[src/sv/lds_pkg.sv]
// ----------------------------------------------------------------------------
// lds_pkg
// Types, constants and schedule tables for the lamp dimming scheduler.
// ----------------------------------------------------------------------------
`default_nettype none

package lds_pkg;

  // window depth default
  localparam int LDS_WINDOW = 5;

  // field widths
  localparam int LIGHT_W = 10;
  localparam int DUTY_W  = 7;
  localparam int STAGE_W = 3;
  localparam int MODE_W  = 3;
  localparam int SEC_W   = 12;
  localparam int HOUR_W  = 16;

  // apb port
  localparam int APB_DW = 32;
  localparam int APB_AW = 4;

  // register indexes
  localparam logic [1:0] REG_ON_THR  = 2'd0;
  localparam logic [1:0] REG_OFF_THR = 2'd1;
  localparam logic [1:0] REG_MODE    = 2'd2;
  localparam logic [1:0] REG_LEVEL   = 2'd3;

  // register reset values
  localparam logic [LIGHT_W-1:0] ON_THR_RST  = LIGHT_W'(600);
  localparam logic [LIGHT_W-1:0] OFF_THR_RST = LIGHT_W'(400);
  localparam logic [MODE_W-1:0]  MODE_RST    = '0;
  localparam logic [DUTY_W-1:0]  LEVEL_RST   = DUTY_W'(50);

  // request types
  localparam logic REQ_SAMPLE = 1'b0;
  localparam logic REQ_TICK   = 1'b1;

  // schedule modes
  localparam logic [MODE_W-1:0] MODE_THREE_STEP = 3'd0;
  localparam logic [MODE_W-1:0] MODE_TWO_STEP_6 = 3'd1;
  localparam logic [MODE_W-1:0] MODE_TWO_STEP_9 = 3'd2;
  localparam logic [MODE_W-1:0] MODE_SECONDS    = 3'd3;
  localparam logic [MODE_W-1:0] MODE_FIVE_STEP  = 3'd4;
  localparam logic [MODE_W-1:0] MODE_TABLE_A    = 3'd5;
  localparam logic [MODE_W-1:0] MODE_TABLE_B    = 3'd6;

  // stages
  localparam logic [STAGE_W-1:0] STAGE_OFF = 3'd0;
  localparam logic [STAGE_W-1:0] STAGE_1   = 3'd1;
  localparam logic [STAGE_W-1:0] STAGE_2   = 3'd2;
  localparam logic [STAGE_W-1:0] STAGE_3   = 3'd3;
  localparam logic [STAGE_W-1:0] STAGE_4   = 3'd4;
  localparam logic [STAGE_W-1:0] STAGE_5   = 3'd5;

  // duty values
  localparam logic [DUTY_W-1:0] DUTY_OFF  = 7'd0;
  localparam logic [DUTY_W-1:0] DUTY_FULL = 7'd100;
  localparam logic [DUTY_W-1:0] DUTY_80   = 7'd80;
  localparam logic [DUTY_W-1:0] DUTY_75   = 7'd75;
  localparam logic [DUTY_W-1:0] DUTY_60   = 7'd60;
  localparam logic [DUTY_W-1:0] DUTY_50   = 7'd50;
  localparam logic [DUTY_W-1:0] DUTY_61   = 7'd61;
  localparam logic [DUTY_W-1:0] DUTY_43   = 7'd43;
  localparam logic [DUTY_W-1:0] DUTY_52   = 7'd52;

  // timer limits
  localparam logic [SEC_W-1:0] SEC_PER_HOUR = SEC_W'(3600);
  localparam logic [SEC_W-1:0] SEC_WRAP_30  = SEC_W'(30);

  // configuration register set
  typedef struct packed {
    logic [LIGHT_W-1:0] on_thr;
    logic [LIGHT_W-1:0] off_thr;
    logic [MODE_W-1:0]  mode;
    logic [DUTY_W-1:0]  level;
  } lds_cfg_t;

  // window status for the sample in flight
  typedef struct packed {
    logic full;
    logic fill_last;
    logic first_below_on;
    logic all_day;
    logic all_night;
  } lds_win_t;

  // one result beat
  typedef struct packed {
    logic               lamp_on;
    logic [DUTY_W-1:0]  duty_percent;
    logic [STAGE_W-1:0] dim_stage;
    logic               timer_running;
  } lds_res_t;

  // stage chosen by the schedule of a mode
  function automatic logic [STAGE_W-1:0] pick_stage(
    input logic [MODE_W-1:0]  mode,
    input logic [STAGE_W-1:0] cur,
    input logic [HOUR_W-1:0]  hr,
    input logic [SEC_W-1:0]   sec
  );
    logic [STAGE_W-1:0] st;
    st = cur;
    unique case (mode)
      MODE_THREE_STEP: st = (hr < 16'd6) ? STAGE_1 : ((hr < 16'd10) ? STAGE_2 : STAGE_3);
      MODE_TWO_STEP_6: st = (hr < 16'd6) ? STAGE_1 : STAGE_2;
      MODE_TWO_STEP_9: st = (hr < 16'd9) ? STAGE_1 : STAGE_2;
      MODE_SECONDS: begin
        if (sec < SEC_W'(10))      st = STAGE_1;
        else if (sec < SEC_W'(20)) st = STAGE_2;
        else if (sec < SEC_WRAP_30) st = STAGE_3;
        else                       st = STAGE_1;
      end
      MODE_FIVE_STEP: begin
        if (hr < 16'd1)       st = STAGE_1;
        else if (hr < 16'd4)  st = STAGE_2;
        else if (hr < 16'd5)  st = STAGE_3;
        else if (hr < 16'd12) st = STAGE_4;
        else                  st = STAGE_5;
      end
      MODE_TABLE_A: begin
        if (hr < 16'd5)       st = STAGE_1;
        else if (hr < 16'd7)  st = STAGE_2;
        else if (hr < 16'd11) st = STAGE_3;
        else if (hr < 16'd12) st = STAGE_4;
        else                  st = STAGE_5;
      end
      MODE_TABLE_B: begin
        if (hr < 16'd4)       st = STAGE_1;
        else if (hr < 16'd7)  st = STAGE_2;
        else if (hr < 16'd11) st = STAGE_3;
        else                  st = STAGE_4;
      end
      default: st = cur;
    endcase
    return st;
  endfunction

  // duty for a stage; stages without an entry keep the current duty
  function automatic logic [DUTY_W-1:0] duty_for_stage(
    input logic [MODE_W-1:0]  mode,
    input logic [STAGE_W-1:0] st,
    input logic [DUTY_W-1:0]  level,
    input logic [DUTY_W-1:0]  cur
  );
    logic [DUTY_W-1:0] d;
    d = cur;
    if (mode == MODE_TABLE_A) begin
      case (st)
        STAGE_OFF: d = DUTY_OFF;
        STAGE_1:   d = DUTY_FULL;
        STAGE_2:   d = DUTY_75;
        STAGE_3:   d = DUTY_50;
        STAGE_4, STAGE_5: d = DUTY_60;
        default:   d = cur;
      endcase
    end else if (mode == MODE_TABLE_B) begin
      case (st)
        STAGE_OFF: d = DUTY_OFF;
        STAGE_1:   d = DUTY_FULL;
        STAGE_2:   d = DUTY_61;
        STAGE_3:   d = DUTY_43;
        STAGE_4:   d = DUTY_52;
        default:   d = cur;
      endcase
    end else begin
      case (st)
        STAGE_OFF: d = DUTY_OFF;
        STAGE_1:   d = DUTY_FULL;
        STAGE_2:   d = (level > DUTY_FULL) ? DUTY_FULL : level;
        STAGE_3:   d = DUTY_80;
        default:   d = cur;
      endcase
    end
    return d;
  endfunction

endpackage

`default_nettype wire

[src/sv/lds_if.sv]
// ----------------------------------------------------------------------------
// lds_if
// Valid/ready channels for request beats and result beats.
// ----------------------------------------------------------------------------
`default_nettype none

interface lds_in_if
  import lds_pkg::*;
();
  logic               valid;
  logic               ready;
  logic               req_type;
  logic [LIGHT_W-1:0] light_sample;

  modport source (output valid, output req_type, output light_sample, input ready);
  modport sink   (input valid, input req_type, input light_sample, output ready);
endinterface

interface lds_out_if
  import lds_pkg::*;
();
  logic               valid;
  logic               ready;
  logic               lamp_on;
  logic [DUTY_W-1:0]  duty_percent;
  logic [STAGE_W-1:0] dim_stage;
  logic               timer_running;

  modport source (output valid, output lamp_on, output duty_percent, output dim_stage,
                  output timer_running, input ready);
  modport sink   (input valid, input lamp_on, input duty_percent, input dim_stage,
                  input timer_running, output ready);
endinterface

`default_nettype wire

[src/sv/lds_cfg_regs.sv]
// ----------------------------------------------------------------------------
// lds_cfg_regs
// APB register file holding thresholds, schedule mode and dim level.
// ----------------------------------------------------------------------------
`default_nettype none

module lds_cfg_regs
  import lds_pkg::*;
(
  input  wire logic              clk,
  input  wire logic              rst,
  input  wire logic              psel,
  input  wire logic              penable,
  input  wire logic              pwrite,
  input  wire logic [APB_AW-1:0] paddr,
  input  wire logic [APB_DW-1:0] pwdata,
  output logic      [APB_DW-1:0] prdata,
  output logic                   pready,
  output lds_cfg_t               cfg
);

  logic       wr_en;
  logic [1:0] reg_idx;

  assign pready  = 1'b1;
  assign wr_en   = psel && penable && pwrite;
  assign reg_idx = paddr[3:2];

  // register writes
  always_ff @(posedge clk) begin
    if (rst) begin
      cfg.on_thr  <= ON_THR_RST;
      cfg.off_thr <= OFF_THR_RST;
      cfg.mode    <= MODE_RST;
      cfg.level   <= LEVEL_RST;
    end else if (wr_en) begin
      unique case (reg_idx)
        REG_ON_THR:  cfg.on_thr  <= pwdata[LIGHT_W-1:0];
        REG_OFF_THR: cfg.off_thr <= pwdata[LIGHT_W-1:0];
        REG_MODE:    cfg.mode    <= pwdata[MODE_W-1:0];
        REG_LEVEL:   cfg.level   <= pwdata[DUTY_W-1:0];
        default: ;
      endcase
    end
  end

  // read mux
  always_comb begin
    prdata = '0;
    unique case (reg_idx)
      REG_ON_THR:  prdata = APB_DW'(cfg.on_thr);
      REG_OFF_THR: prdata = APB_DW'(cfg.off_thr);
      REG_MODE:    prdata = APB_DW'(cfg.mode);
      REG_LEVEL:   prdata = APB_DW'(cfg.level);
      default:     prdata = '0;
    endcase
  end

endmodule

`default_nettype wire

[src/sv/lds_window.sv]
// ----------------------------------------------------------------------------
// lds_window
// Light sample window with fill tracking and parallel day/night compare.
// ----------------------------------------------------------------------------
`default_nettype none

module lds_window
  import lds_pkg::*;
#(
  parameter int WINDOW = LDS_WINDOW
) (
  input  wire logic               clk,
  input  wire logic               rst,
  input  wire logic               wr_en,
  input  wire logic [LIGHT_W-1:0] sample,
  input  wire lds_cfg_t           cfg,
  output lds_win_t                status
);

  localparam int SLOT_W = (WINDOW > 1) ? $clog2(WINDOW) : 1;
  localparam int CNT_W  = $clog2(WINDOW + 1);

  logic [LIGHT_W-1:0] entry [WINDOW];
  logic [LIGHT_W-1:0] entry_new [WINDOW];
  logic [CNT_W-1:0]   fill_count;
  logic [SLOT_W-1:0]  write_slot;
  logic [SLOT_W-1:0]  wr_idx;
  logic               full;
  logic               day_all;
  logic               night_all;

  assign full   = (fill_count == CNT_W'(WINDOW));
  assign wr_idx = full ? write_slot : fill_count[SLOT_W-1:0];

  // window as it reads with the new sample in place
  always_comb begin
    for (int i = 0; i < WINDOW; i++) begin
      entry_new[i] = (wr_idx == SLOT_W'(i)) ? sample : entry[i];
    end
  end

  // all-day and all-night flags over every entry
  always_comb begin
    day_all   = 1'b1;
    night_all = 1'b1;
    for (int i = 0; i < WINDOW; i++) begin
      if (entry_new[i] < cfg.off_thr) begin
        night_all = 1'b0;
      end else begin
        day_all = 1'b0;
        if (!(entry_new[i] > cfg.on_thr)) night_all = 1'b0;
      end
    end
  end

  assign status.full           = full;
  assign status.fill_last      = !full && (fill_count == CNT_W'(WINDOW - 1));
  assign status.first_below_on = (entry_new[0] < cfg.on_thr);
  assign status.all_day        = day_all;
  assign status.all_night      = night_all;

  // entry storage
  always_ff @(posedge clk) begin
    if (wr_en) begin
      for (int i = 0; i < WINDOW; i++) begin
        if (wr_idx == SLOT_W'(i)) entry[i] <= sample;
      end
    end
  end

  // fill count and write slot
  always_ff @(posedge clk) begin
    if (rst) begin
      fill_count <= '0;
      write_slot <= '0;
    end else if (wr_en) begin
      if (!full) begin
        fill_count <= fill_count + CNT_W'(1);
      end else if (write_slot == SLOT_W'(WINDOW - 1)) begin
        write_slot <= '0;
      end else begin
        write_slot <= write_slot + SLOT_W'(1);
      end
    end
  end

endmodule

`default_nettype wire

[src/sv/lds_ctrl.sv]
// ----------------------------------------------------------------------------
// lds_ctrl
// Lamp state, schedule stage, duty and elapsed-time counters.
// ----------------------------------------------------------------------------
`default_nettype none

module lds_ctrl
  import lds_pkg::*;
(
  input  wire logic     clk,
  input  wire logic     rst,
  input  wire logic     step,
  input  wire logic     req_type,
  input  wire lds_win_t win,
  input  wire lds_cfg_t cfg,
  output lds_res_t      res_next
);

  logic               lamp_state, lamp_state_next;
  logic [DUTY_W-1:0]  duty_reg, duty_reg_next;
  logic [STAGE_W-1:0] stage_now, stage_now_next;
  logic [STAGE_W-1:0] stage_before, stage_before_next;
  logic               counting, counting_next;
  logic [SEC_W-1:0]   seconds_count, seconds_count_next;
  logic [HOUR_W-1:0]  hours_count, hours_count_next;
  logic [SEC_W-1:0]   sec_inc;

  assign sec_inc = seconds_count + SEC_W'(1);

  // state update for one beat
  always_comb begin
    lamp_state_next    = lamp_state;
    duty_reg_next      = duty_reg;
    stage_now_next     = stage_now;
    stage_before_next  = stage_before;
    counting_next      = counting;
    seconds_count_next = seconds_count;
    hours_count_next   = hours_count;
    if (step) begin
      if (req_type == REQ_TICK) begin
        // tick only counts while the timer runs
        if (counting) begin
          if (sec_inc >= SEC_PER_HOUR) begin
            seconds_count_next = '0;
            hours_count_next   = hours_count + HOUR_W'(1);
          end else begin
            seconds_count_next = sec_inc;
          end
        end
      end else if (!win.full) begin
        // last fill sample sets the lamp from the first entry
        if (win.fill_last) begin
          lamp_state_next = !win.first_below_on;
          duty_reg_next   = win.first_below_on ? DUTY_OFF : DUTY_FULL;
        end
      end else begin
        if (win.all_day) begin
          if (lamp_state) begin
            lamp_state_next = 1'b0;
            duty_reg_next   = DUTY_OFF;
            counting_next   = 1'b0;
          end
          stage_now_next     = STAGE_OFF;
          stage_before_next  = STAGE_OFF;
          seconds_count_next = '0;
          hours_count_next   = '0;
        end else if (win.all_night) begin
          lamp_state_next = 1'b1;
          if (!counting) begin
            seconds_count_next = '0;
            hours_count_next   = '0;
            counting_next      = 1'b1;
          end
          if (stage_now == STAGE_OFF) duty_reg_next = DUTY_FULL;
        end
        // schedule
        if (lamp_state_next) begin
          stage_now_next = pick_stage(cfg.mode, stage_now_next, hours_count_next,
                                      seconds_count_next);
          if (cfg.mode == MODE_SECONDS && seconds_count_next >= SEC_WRAP_30) begin
            seconds_count_next = '0;
          end
        end
        if (stage_before_next != stage_now_next) begin
          duty_reg_next = duty_for_stage(cfg.mode, stage_now_next, cfg.level, duty_reg_next);
        end
        stage_before_next = stage_now_next;
      end
    end
  end

  // state registers
  always_ff @(posedge clk) begin
    if (rst) begin
      lamp_state    <= 1'b0;
      duty_reg      <= DUTY_OFF;
      stage_now     <= STAGE_OFF;
      stage_before  <= STAGE_OFF;
      counting      <= 1'b0;
      seconds_count <= '0;
      hours_count   <= '0;
    end else begin
      lamp_state    <= lamp_state_next;
      duty_reg      <= duty_reg_next;
      stage_now     <= stage_now_next;
      stage_before  <= stage_before_next;
      counting      <= counting_next;
      seconds_count <= seconds_count_next;
      hours_count   <= hours_count_next;
    end
  end

  assign res_next.lamp_on       = lamp_state_next;
  assign res_next.duty_percent  = duty_reg_next;
  assign res_next.dim_stage     = stage_now_next;
  assign res_next.timer_running = counting_next;

endmodule

`default_nettype wire

[src/sv/lamp_dimming_scheduler_core.sv]
// ----------------------------------------------------------------------------
// lamp_dimming_scheduler_core
// Night-light dimmer: sample window, lamp switching and dimming schedule.
// ----------------------------------------------------------------------------
//  channel   dir  handshake        beat contents
//  in_ch     in   valid / ready    req_type, light_sample
//  out_ch    out  valid / ready    lamp_on, duty_percent, dim_stage, timer_running
//  apb       in   psel / penable   paddr, pwdata, prdata (pready tied high)
//
//  one beat per cycle sustained while out_ch.ready stays high; a result passes
//  through the input register, then the result register; the state update is the
//  only loop.
//  reset is synchronous: control state and registers return to defaults, window
//  contents are not cleared.
//  a stalled result holds in the result register while one more request waits
//  in the input register.
// ----------------------------------------------------------------------------
`default_nettype none

module lamp_dimming_scheduler_core
  import lds_pkg::*;
#(
  parameter int WINDOW = LDS_WINDOW
) (
  input  wire logic              clk,
  input  wire logic              rst,
  lds_in_if.sink                 in_ch,
  lds_out_if.source              out_ch,
  input  wire logic              psel,
  input  wire logic              penable,
  input  wire logic              pwrite,
  input  wire logic [APB_AW-1:0] paddr,
  input  wire logic [APB_DW-1:0] pwdata,
  output logic      [APB_DW-1:0] prdata,
  output logic                   pready
);

  lds_cfg_t           cfg;
  lds_win_t           win;
  lds_res_t           res_next;
  lds_res_t           res;
  logic               in_vld;
  logic               in_type;
  logic [LIGHT_W-1:0] in_sample;
  logic               out_vld;
  logic               advance;
  logic               step;

  // pipeline control
  assign advance     = !out_vld || out_ch.ready;
  assign step        = in_vld && advance;
  assign in_ch.ready = !in_vld || advance;

  lds_cfg_regs u_cfg (
    .clk     (clk),
    .rst     (rst),
    .psel    (psel),
    .penable (penable),
    .pwrite  (pwrite),
    .paddr   (paddr),
    .pwdata  (pwdata),
    .prdata  (prdata),
    .pready  (pready),
    .cfg     (cfg)
  );

  lds_window #(
    .WINDOW (WINDOW)
  ) u_window (
    .clk    (clk),
    .rst    (rst),
    .wr_en  (step && (in_type == REQ_SAMPLE)),
    .sample (in_sample),
    .cfg    (cfg),
    .status (win)
  );

  lds_ctrl u_ctrl (
    .clk      (clk),
    .rst      (rst),
    .step     (step),
    .req_type (in_type),
    .win      (win),
    .cfg      (cfg),
    .res_next (res_next)
  );

  // input register
  always_ff @(posedge clk) begin
    if (rst) begin
      in_vld <= 1'b0;
    end else if (in_ch.valid && in_ch.ready) begin
      in_vld <= 1'b1;
    end else if (step) begin
      in_vld <= 1'b0;
    end
  end

  always_ff @(posedge clk) begin
    if (in_ch.valid && in_ch.ready) begin
      in_type   <= in_ch.req_type;
      in_sample <= in_ch.light_sample;
    end
  end

  // result register
  always_ff @(posedge clk) begin
    if (rst) begin
      out_vld <= 1'b0;
    end else if (step) begin
      out_vld <= 1'b1;
    end else if (out_ch.ready) begin
      out_vld <= 1'b0;
    end
  end

  always_ff @(posedge clk) begin
    if (step) res <= res_next;
  end

  assign out_ch.valid         = out_vld;
  assign out_ch.lamp_on       = res.lamp_on;
  assign out_ch.duty_percent  = res.duty_percent;
  assign out_ch.dim_stage     = res.dim_stage;
  assign out_ch.timer_running = res.timer_running;

`ifndef SYNTHESIS
  // a nonzero stage only while the lamp is on
  a_stage_needs_lamp: assert property (@(posedge clk) disable iff (rst)
    out_ch.valid |-> (out_ch.dim_stage == STAGE_OFF || out_ch.lamp_on))
    else $error("dim stage set while lamp off");

  // timer runs only with the lamp on
  a_timer_needs_lamp: assert property (@(posedge clk) disable iff (rst)
    out_ch.valid && out_ch.timer_running |-> out_ch.lamp_on)
    else $error("timer running while lamp off");

  // duty never above full scale
  a_duty_range: assert property (@(posedge clk) disable iff (rst)
    out_ch.valid |-> out_ch.duty_percent <= DUTY_FULL)
    else $error("duty above 100 percent");

  // a held request is neither dropped nor overwritten while the result stalls
  a_in_hold: assert property (@(posedge clk) disable iff (rst)
    in_vld && !advance |=> in_vld && $stable(in_sample) && $stable(in_type))
    else $error("held request lost during stall");
`endif

endmodule

`default_nettype wire
[src/flat_wrapper.sv]
// flat-port wrapper written by rule: the top's interface ports become plain ports
module lamp_dimming_scheduler_core_flat import lds_pkg::*;
#(
  parameter int WINDOW = LDS_WINDOW
)
  (clk, rst, psel, penable, pwrite, paddr, pwdata, prdata, pready, in_ch_valid, in_ch_req_type, in_ch_light_sample, in_ch_ready, out_ch_valid, out_ch_lamp_on, out_ch_duty_percent, out_ch_dim_stage, out_ch_timer_running, out_ch_ready);
  lds_in_if in_ch_i ();
  lds_out_if out_ch_i ();
  input  wire logic clk;
  input  wire logic rst;
  input  wire logic psel;
  input  wire logic penable;
  input  wire logic pwrite;
  input  wire logic [APB_AW-1:0] paddr;
  input  wire logic [APB_DW-1:0] pwdata;
  output logic      [APB_DW-1:0] prdata;
  output logic pready;
  input wire logic [$bits(in_ch_i.valid)-1:0] in_ch_valid;
  input wire logic [$bits(in_ch_i.req_type)-1:0] in_ch_req_type;
  input wire logic [$bits(in_ch_i.light_sample)-1:0] in_ch_light_sample;
  output wire logic [$bits(in_ch_i.ready)-1:0] in_ch_ready;
  output wire logic [$bits(out_ch_i.valid)-1:0] out_ch_valid;
  output wire logic [$bits(out_ch_i.lamp_on)-1:0] out_ch_lamp_on;
  output wire logic [$bits(out_ch_i.duty_percent)-1:0] out_ch_duty_percent;
  output wire logic [$bits(out_ch_i.dim_stage)-1:0] out_ch_dim_stage;
  output wire logic [$bits(out_ch_i.timer_running)-1:0] out_ch_timer_running;
  input wire logic [$bits(out_ch_i.ready)-1:0] out_ch_ready;
  assign in_ch_i.valid = in_ch_valid;
  assign in_ch_i.req_type = in_ch_req_type;
  assign in_ch_i.light_sample = in_ch_light_sample;
  assign in_ch_ready = in_ch_i.ready;
  assign out_ch_valid = out_ch_i.valid;
  assign out_ch_lamp_on = out_ch_i.lamp_on;
  assign out_ch_duty_percent = out_ch_i.duty_percent;
  assign out_ch_dim_stage = out_ch_i.dim_stage;
  assign out_ch_timer_running = out_ch_i.timer_running;
  assign out_ch_i.ready = out_ch_ready;
  lamp_dimming_scheduler_core #(.WINDOW(WINDOW)) u_core (.clk(clk), .rst(rst), .in_ch(in_ch_i), .out_ch(out_ch_i), .psel(psel), .penable(penable), .pwrite(pwrite), .paddr(paddr), .pwdata(pwdata), .prdata(prdata), .pready(pready));
endmodule
[config.mk]
export PLATFORM = sky130hd
export DESIGN_NAME = lamp_dimming_scheduler_core_flat
export DESIGN_NICKNAME = d
export VERILOG_FILES = /design/src/sv/lds_pkg.sv /design/src/sv/lds_if.sv /design/src/sv/lds_cfg_regs.sv /design/src/sv/lds_window.sv /design/src/sv/lds_ctrl.sv /design/src/sv/lamp_dimming_scheduler_core.sv /design/src/flat_wrapper.sv
export SDC_FILE = /design/constraint.sdc
export NUM_CORES = 1
export LEC_CHECK = 0
export ABC_AREA = 1
export BUFFER_PORTS_ARGS = -buffer_cell sky130_fd_sc_hd__buf_2
export CORE_ASPECT_RATIO = 0.6
export CORE_MARGIN = 5
export CORE_UTILIZATION = 40
export CTS_BUF_LIST = sky130_fd_sc_hd__clkbuf_4 sky130_fd_sc_hd__clkbuf_8 sky130_fd_sc_hd__clkbuf_16
export DETAILED_ROUTE_END_ITERATION = 12
export SKIP_CTS_REPAIR_TIMING = 1
export SLEW_MARGIN = 25
export SYNTH_ARGS = -nofsm -noshare
export SYNTH_HDL_FRONTEND = slang
export SYNTH_HIERARCHICAL = 1
export SYNTH_SLANG_ARGS = --single-unit
[constraint.sdc]
create_clock -name clk -period 4.7 [get_ports clk]
set_clock_uncertainty 0.1 [all_clocks]
set_input_delay 0.705 -clock clk [delete_from_list [all_inputs] [get_ports clk]]
set_output_delay 0.705 -clock clk [all_outputs]
set_load 0.02 [all_outputs]
==> impl_metrics.yaml, run 1 <==
critical_path:
  endpoint_kind: "register"
  critPathKind: "register to register"
  cpPeakStageDelay_ps: 320
  arrival_ps: 5510
  slowest_stage: "dfxtp_2"
  crit_required_ps: 4810
  cpMostUsedCell: "nand2_1"
  path_max_fanout: 8
  startpoint_type: "register"
routing:
  ant_nets: 0
  viasPerCell: 5.253
  vias: 11015
  route.detailed.drc: 0
  wl_per_cell_um: 16.85
  wirelength_mm: 35.34
  firstDrtPassIters: 5
  drt_iter0_drc: 884
power_and_ir_drop:
  p_leak_nw: 6.390
  max-vdd-ir-drop_uv: 248.5
  internal-power_w: 0.002289
  p_sw_frac: 0.2916
  power.switching_w: 0.0009424
  combPwrFrac: 0.134
  p_per_area_nw_per_um2: 227.6
  seqPwrFrac: 0.446
  p_total_w: 0.003231
  p_clk_frac: 0.420
synth:
  synth_flop_cell: "dfxtp_1"
  synth_edf_count: 73
  yosysTopAreaCellShare: 0.1976
  synth.ff_latch_count: 154
  ys_warn_count: 6
  synthTopCellsByCount: "368 x nand2_1, 149 x inv_1, 137 x nor2_1, 109 x nand3_1, 103 x ha_1"
  async_flop_share: 0
  seq_area_frac_synth: 0.3438
  synthCells: 1508
  yosysMostFrequentCell: "nand2_1"
  synth_area_um2: 11090
  synthTopCellsByArea: "edfxtp_1 20%, dfxtp_1 15%, nand2_1 12%, ha_1 12%, inv_1 5.0%"
  yosysTopAreaCell: "edfxtp_1"
  synth_cell_type_count: 53
  synth_area_per_cell_um2: 7.355
finish:
  multi_input_area_um2: 6948
  finalNetCount: 1874
  top_register: "u_core/u_window/entry"
  drive_above_1_share: 0.2607
  area_growth_pct: 27.98
  largest_register_ffs: 50
  reg.largest.list: "u_core/u_window/entry: 50 flops, u_core/u_cfg/cfg: 30 flops, u_core/u_ctrl/hours_count: 16 flops"
  fillers: 2607
  seq_area_um2: 3817
  num_antenna_cells: 0
  final_cell_area_um2: 14190
global_route:
  grt.overflow.total: 0
  grt_pass1_wl_mm: 52.65
  grt_pass1_vias: 9440
  grt_usage: 0.2126
  antenna_found_initial: 0
  grt_start_max_net_pins: 31
sta:
  slew-limit-headroom: 0.3531
  fmax_mhz: 185.2
  timing.final.ws_setup_ps: -699.2
  finalHoldViolCount: 0
  finalSetupTns_ps: -9241
  period_share: 1.149
  setup_violations: 17
  min_period_ps: 5399
  rsz0062_at_grt: "true"
  report.final.slew_viol_count: 0
  tightest_slew_ps: 966.7
placement:
  placed_area_um2: 12660
  io_buffers: 53
  gp_congestion: 0.9193
  dp_hpwl_mm: 26.32
clock_tree:
  clk_latency_ps: 460
  clock_sinks: 154
  cts_buffers: 17
  cts.path.max_buffers: 2
  cts_max_level: 4
  tritoncts: "yes"
  cts_root_buf: "clkbuf_16"
  clkSlewWorstSetupHoldPaths_ps: 70
die:
  die_x_um: 225.0
  die_h_um: 139.0
  core_region_area_um2: 27460
  ioPinCount: 101
  core.rowCount: 47
  initial_core_util: 0.4039
  die_area_um2: 31270
min_path:
  hold_path_class: "primary input to register"
job:
  max-cap-violations: 0
status:
  outcome: "finished with violations"
  violations: "setup timing"
metal layers:
layer / part of all wire / global-route usage / up-vias
met2: 0.37 / 0.2580 / 401
li1: - / - / 5480
met5: 0 / 0 / -
met3: 0.090 / 0.05289 / 33
met4: 0.012 / 0.05315 / 0
met1: 0.53 / 0.3576 / 5101
worst max-delay path, delay by kind of cell (launching register included):
family                   cells  cell delay, ps
buffers and inverters        9            1130
AND/OR/NAND/NOR             34            2860
flip-flops                   1             320
AO/OA/AOI/OAI                2             270
adder cells (fa/ha/maj)      2             450
worst paths after layout:
path	slack, ps	to	startpoint	depth (start not counted)
worst min-delay path	320	u_core/in_type	in_ch_req_type	1
worst max register to register	-700	u_core/out_ch.duty_percent[2]	u_core/u_window/fill_count[1]	47
worst min register to register	390	u_core/u_ctrl/stage_before[1]	u_core/u_ctrl/stage_before[1]	2
worst max-delay path	-700	u_core/out_ch.duty_percent[2]	u_core/u_window/fill_count[1]	47
power groups by stage:
stage | clock, W | sequential, W | combinational (W)
floorplan | 0 | 0.00147 | 0.000243
global placement | 0 | 0.00147 | 0.000381
detailed placement | 0 | 0.00147 | 0.000389
CTS | 0.00139 | 0.00144 | 0.000391
global route | 0.00145 | 0.00144 | 0.000479
finish | 0.00136 | 0.00144 | 0.000433
layout make-up:
class | count | share of cell area
Clock buffer | 17 | 0.02997
Timing Repair Buffer | 236 | 0.1258
Timing Repair inverter | 1 | 0.0005289
Tap cell | 367 | 0.03235
Multi-Input combinational cell | 1146 | 0.4895
Inverter | 161 | 0.04275
Clock inverter | 15 | 0.01022
Sequential cell | 154 | 0.2689
metrics by stage:
stage / worst slack, ps / hold WS [ps] / std cells / utilization
floorplan: 6.807 / 345.4 / 1529 / -
global placement: -800.6 / 367.6 / 2034 / 0.4610
detailed placement: -880.1 / 376.3 / 2034 / 0.4611
CTS: -919.9 / 296.5 / 2066 / 0.4818
global route: -968.8 / 302.1 / 2097 / 0.5169
finish: -699.2 / 319.1 / 2097 / 0.5169
logic make-up after synthesis:
kind of cell	synth area share
simple gates	0.2882
compound gates	0.1412
buf+inv	0.09656
flops	0.3438
fa+ha+maj	0.1162
xor+xnor	0.01331
other cells	0.0006771
cell usage in the layout (no fill, tap or decap), types with 12 or more instances in the layout:
cell type	netlist	routed
dfxtp_1	81	78
o211ai_1	13	13
a21oi_2	5	14
o21ai_1	10	24
nand4_1	28	28
buf_4	32	165
inv_1	149	147
nand2_2	8	41
nand3_2	7	24
ha_1	103	92
o21ai_0	100	69
nand2_4	5	12
nor2_2	9	18
o21ai_2	0	16
a31oi_1	12	12
nand2_1	368	328
buf_2	7	53
clkbuf_16	0	18
edfxtp_1	73	73
nand3_1	109	89
nor3_1	29	26
conb_1	2	23
a21oi_1	102	93
nor2_1	137	124
Power figures use the tool's default switching activity.
==> inputs of run 2 (changes only) <==
--- a/config.mk
+++ b/config.mk
@@ -9,9 +9,10 @@
 export BUFFER_PORTS_ARGS = -buffer_cell sky130_fd_sc_hd__buf_2
 export CORE_ASPECT_RATIO = 0.6
 export CORE_MARGIN = 5
-export CORE_UTILIZATION = 40
+export CORE_UTILIZATION = 50
 export CTS_BUF_LIST = sky130_fd_sc_hd__clkbuf_4 sky130_fd_sc_hd__clkbuf_8 sky130_fd_sc_hd__clkbuf_16
 export DETAILED_ROUTE_END_ITERATION = 12
+export PLACE_DENSITY = 0.72
 export SKIP_CTS_REPAIR_TIMING = 1
 export SLEW_MARGIN = 25
 export SYNTH_ARGS = -nofsm -noshare
==> impl_metrics.yaml, run 2 (synthesized netlist as in run 1, its figures left out) <==
status:
  outcome: "finished with violations"
  violations: "setup timing"
clock_tree:
  clkSlewWorstSetupHoldPaths_ps: 70
  tritoncts: "yes"
  cts.path.max_buffers: 2
  cts_root_buf: "clkbuf_16"
  cts_max_level: 4
  clk_latency_ps: 440
  cts_buffers: 17
  clock_sinks: 154
critical_path:
  crit_required_ps: 4790
  cpPeakStageDelay_ps: 330
  slowest_stage: "dfxtp_2"
  path_max_fanout: 7
  critPathKind: "register to register"
  endpoint_kind: "register"
  startpoint_type: "register"
  arrival_ps: 5520
  cpMostUsedCell: "nand2_1"
sta:
  slew-limit-headroom: 0.3179
  timing.final.ws_setup_ps: -735.7
  finalHoldViolCount: 0
  tightest_slew_ps: 1019
  period_share: 1.157
  setup_violations: 20
  min_period_ps: 5436
  report.final.slew_viol_count: 0
  rsz0062_at_grt: "true"
  fmax_mhz: 184.0
placement:
  dp_hpwl_mm: 25.00
  gp_congestion: 0.9552
  dp.cells: 1930
  io_buffers: 53
global_route:
  grt_pass1_vias: 9483
  grt_pass1_wl_mm: 50.51
  grt.overflow.total: 0
  grt_start_max_net_pins: 31
  grt_usage: 0.2466
  antenna_found_initial: 0
power_and_ir_drop:
  p_leak_nw: 6.390
  power.switching_w: 0.0009595
  seqPwrFrac: 0.437
  max-vdd-ir-drop_uv: 246.9
  p_per_area_nw_per_um2: 231.5
  p_sw_frac: 0.2902
  p_clk_frac: 0.434
  internal-power_w: 0.002347
  combPwrFrac: 0.129
finish:
  reg.largest.list: "u_core/u_window/entry: 50 flops, u_core/u_cfg/cfg: 30 flops, u_core/u_ctrl/hours_count: 16 flops"
  finalNetCount: 1856
  final_util: 0.6518
  final_common_cell: "nand2_1"
  fillers: 1815
  mostFrequentLayoutCells: "325 x nand2_1, 145 x inv_1, 138 x buf_4"
  area_growth_pct: 28.78
  drive_above_1_share: 0.2681
  instances_no_fill: 1999
  top_register: "u_core/u_window/entry"
  largest_register_ffs: 50
routing:
  drt_iter0_drc: 1322
  wirelength_mm: 35.64
  firstDrtPassIters: 6
  route.detailed.drc: 0
  viasPerCell: 5.722
  wl_per_cell_um: 17.83
  ant_nets: 0
  vias: 11439
die:
  die_x_um: 202.3
  core.rowCount: 42
  ioPinCount: 101
  core_region_area_um2: 21910
  die_h_um: 125.4
  die_area_um2: 25360
  initial_core_util: 0.5062
min_path:
  hold_path_class: "primary input to register"
job:
  max-cap-violations: 0
run 2: layout make-up:
class                           count  area (um^2)  area share
Clock buffer                       17        425.4     0.02978
Multi-Input combinational cell   1147         7201      0.5041
Antenna cell                        1        2.502   0.0001752
Sequential cell                   154         3817      0.2673
Tap cell                          286        357.8     0.02505
Timing Repair Buffer              218         1667      0.1167
Clock inverter                     15        201.4     0.01410
Inverter                          161        611.8     0.04283
run 2: final timing paths:
| check | from | end | depth (start not counted) | slack (ps) |
|---|---|---|---|---|
| max | u_core/u_window/fill_count[1] | u_core/out_ch.duty_percent[5] | 44 | -740 |
| min | in_ch_light_sample[4] | u_core/in_sample[4] | 1 | 340 |
| max reg2reg | u_core/u_window/fill_count[1] | u_core/out_ch.duty_percent[5] | 44 | -740 |
| min reg2reg | u_core/in_vld | u_core/out_ch.valid | 2 | 380 |
run 2: metrics by stage:
stage	cell area (um^2)	setup TNS (ps)	hold slack [ps]	setup WS, ps	total power, W
2_1_floorplan	11170	0	345.4	6.807	0.001717
3_3_place_gp	12390	-10050	353.6	-725.6	0.001829
3_5_place_dp	12390	-11570	362.5	-790.1	0.001841
4_1_cts	13010	-12110	323.1	-824.0	0.003271
5_1_grt	14280	-16920	321.0	-1044	0.003430
6_report	14280	-10500	341.3	-735.7	0.003306
run 2: power by group through the flow:
stage	registers [W]	clock network, W	logic [W]
finish	0.00144	0.00143	0.000428
global route	0.00145	0.00152	0.000466
CTS	0.00144	0.00146	0.000371
detailed placement	0.00147	0	0.000369
global placement	0.00147	0	0.000357
floorplan	0.00147	0	0.000243
run 2: critical path, delay by kind of cell (launching register included):
family / cells / cell delay, ps
buffers and inverters: 6 / 880
AO/OA/AOI/OAI: 2 / 170
adder cells (fa/ha/maj): 2 / 460
flip-flops: 1 / 330
AND/OR/NAND/NOR: 34 / 3180
run 2: per-layer routing:
metal,GRT usage,vias to the layer above,share of wire
met5,0,-,0
met4,0.04667,0,0.012
met3,0.06936,40,0.11
met2,0.3128,603,0.40
met1,0.4058,5351,0.48
li1,-,5445,-
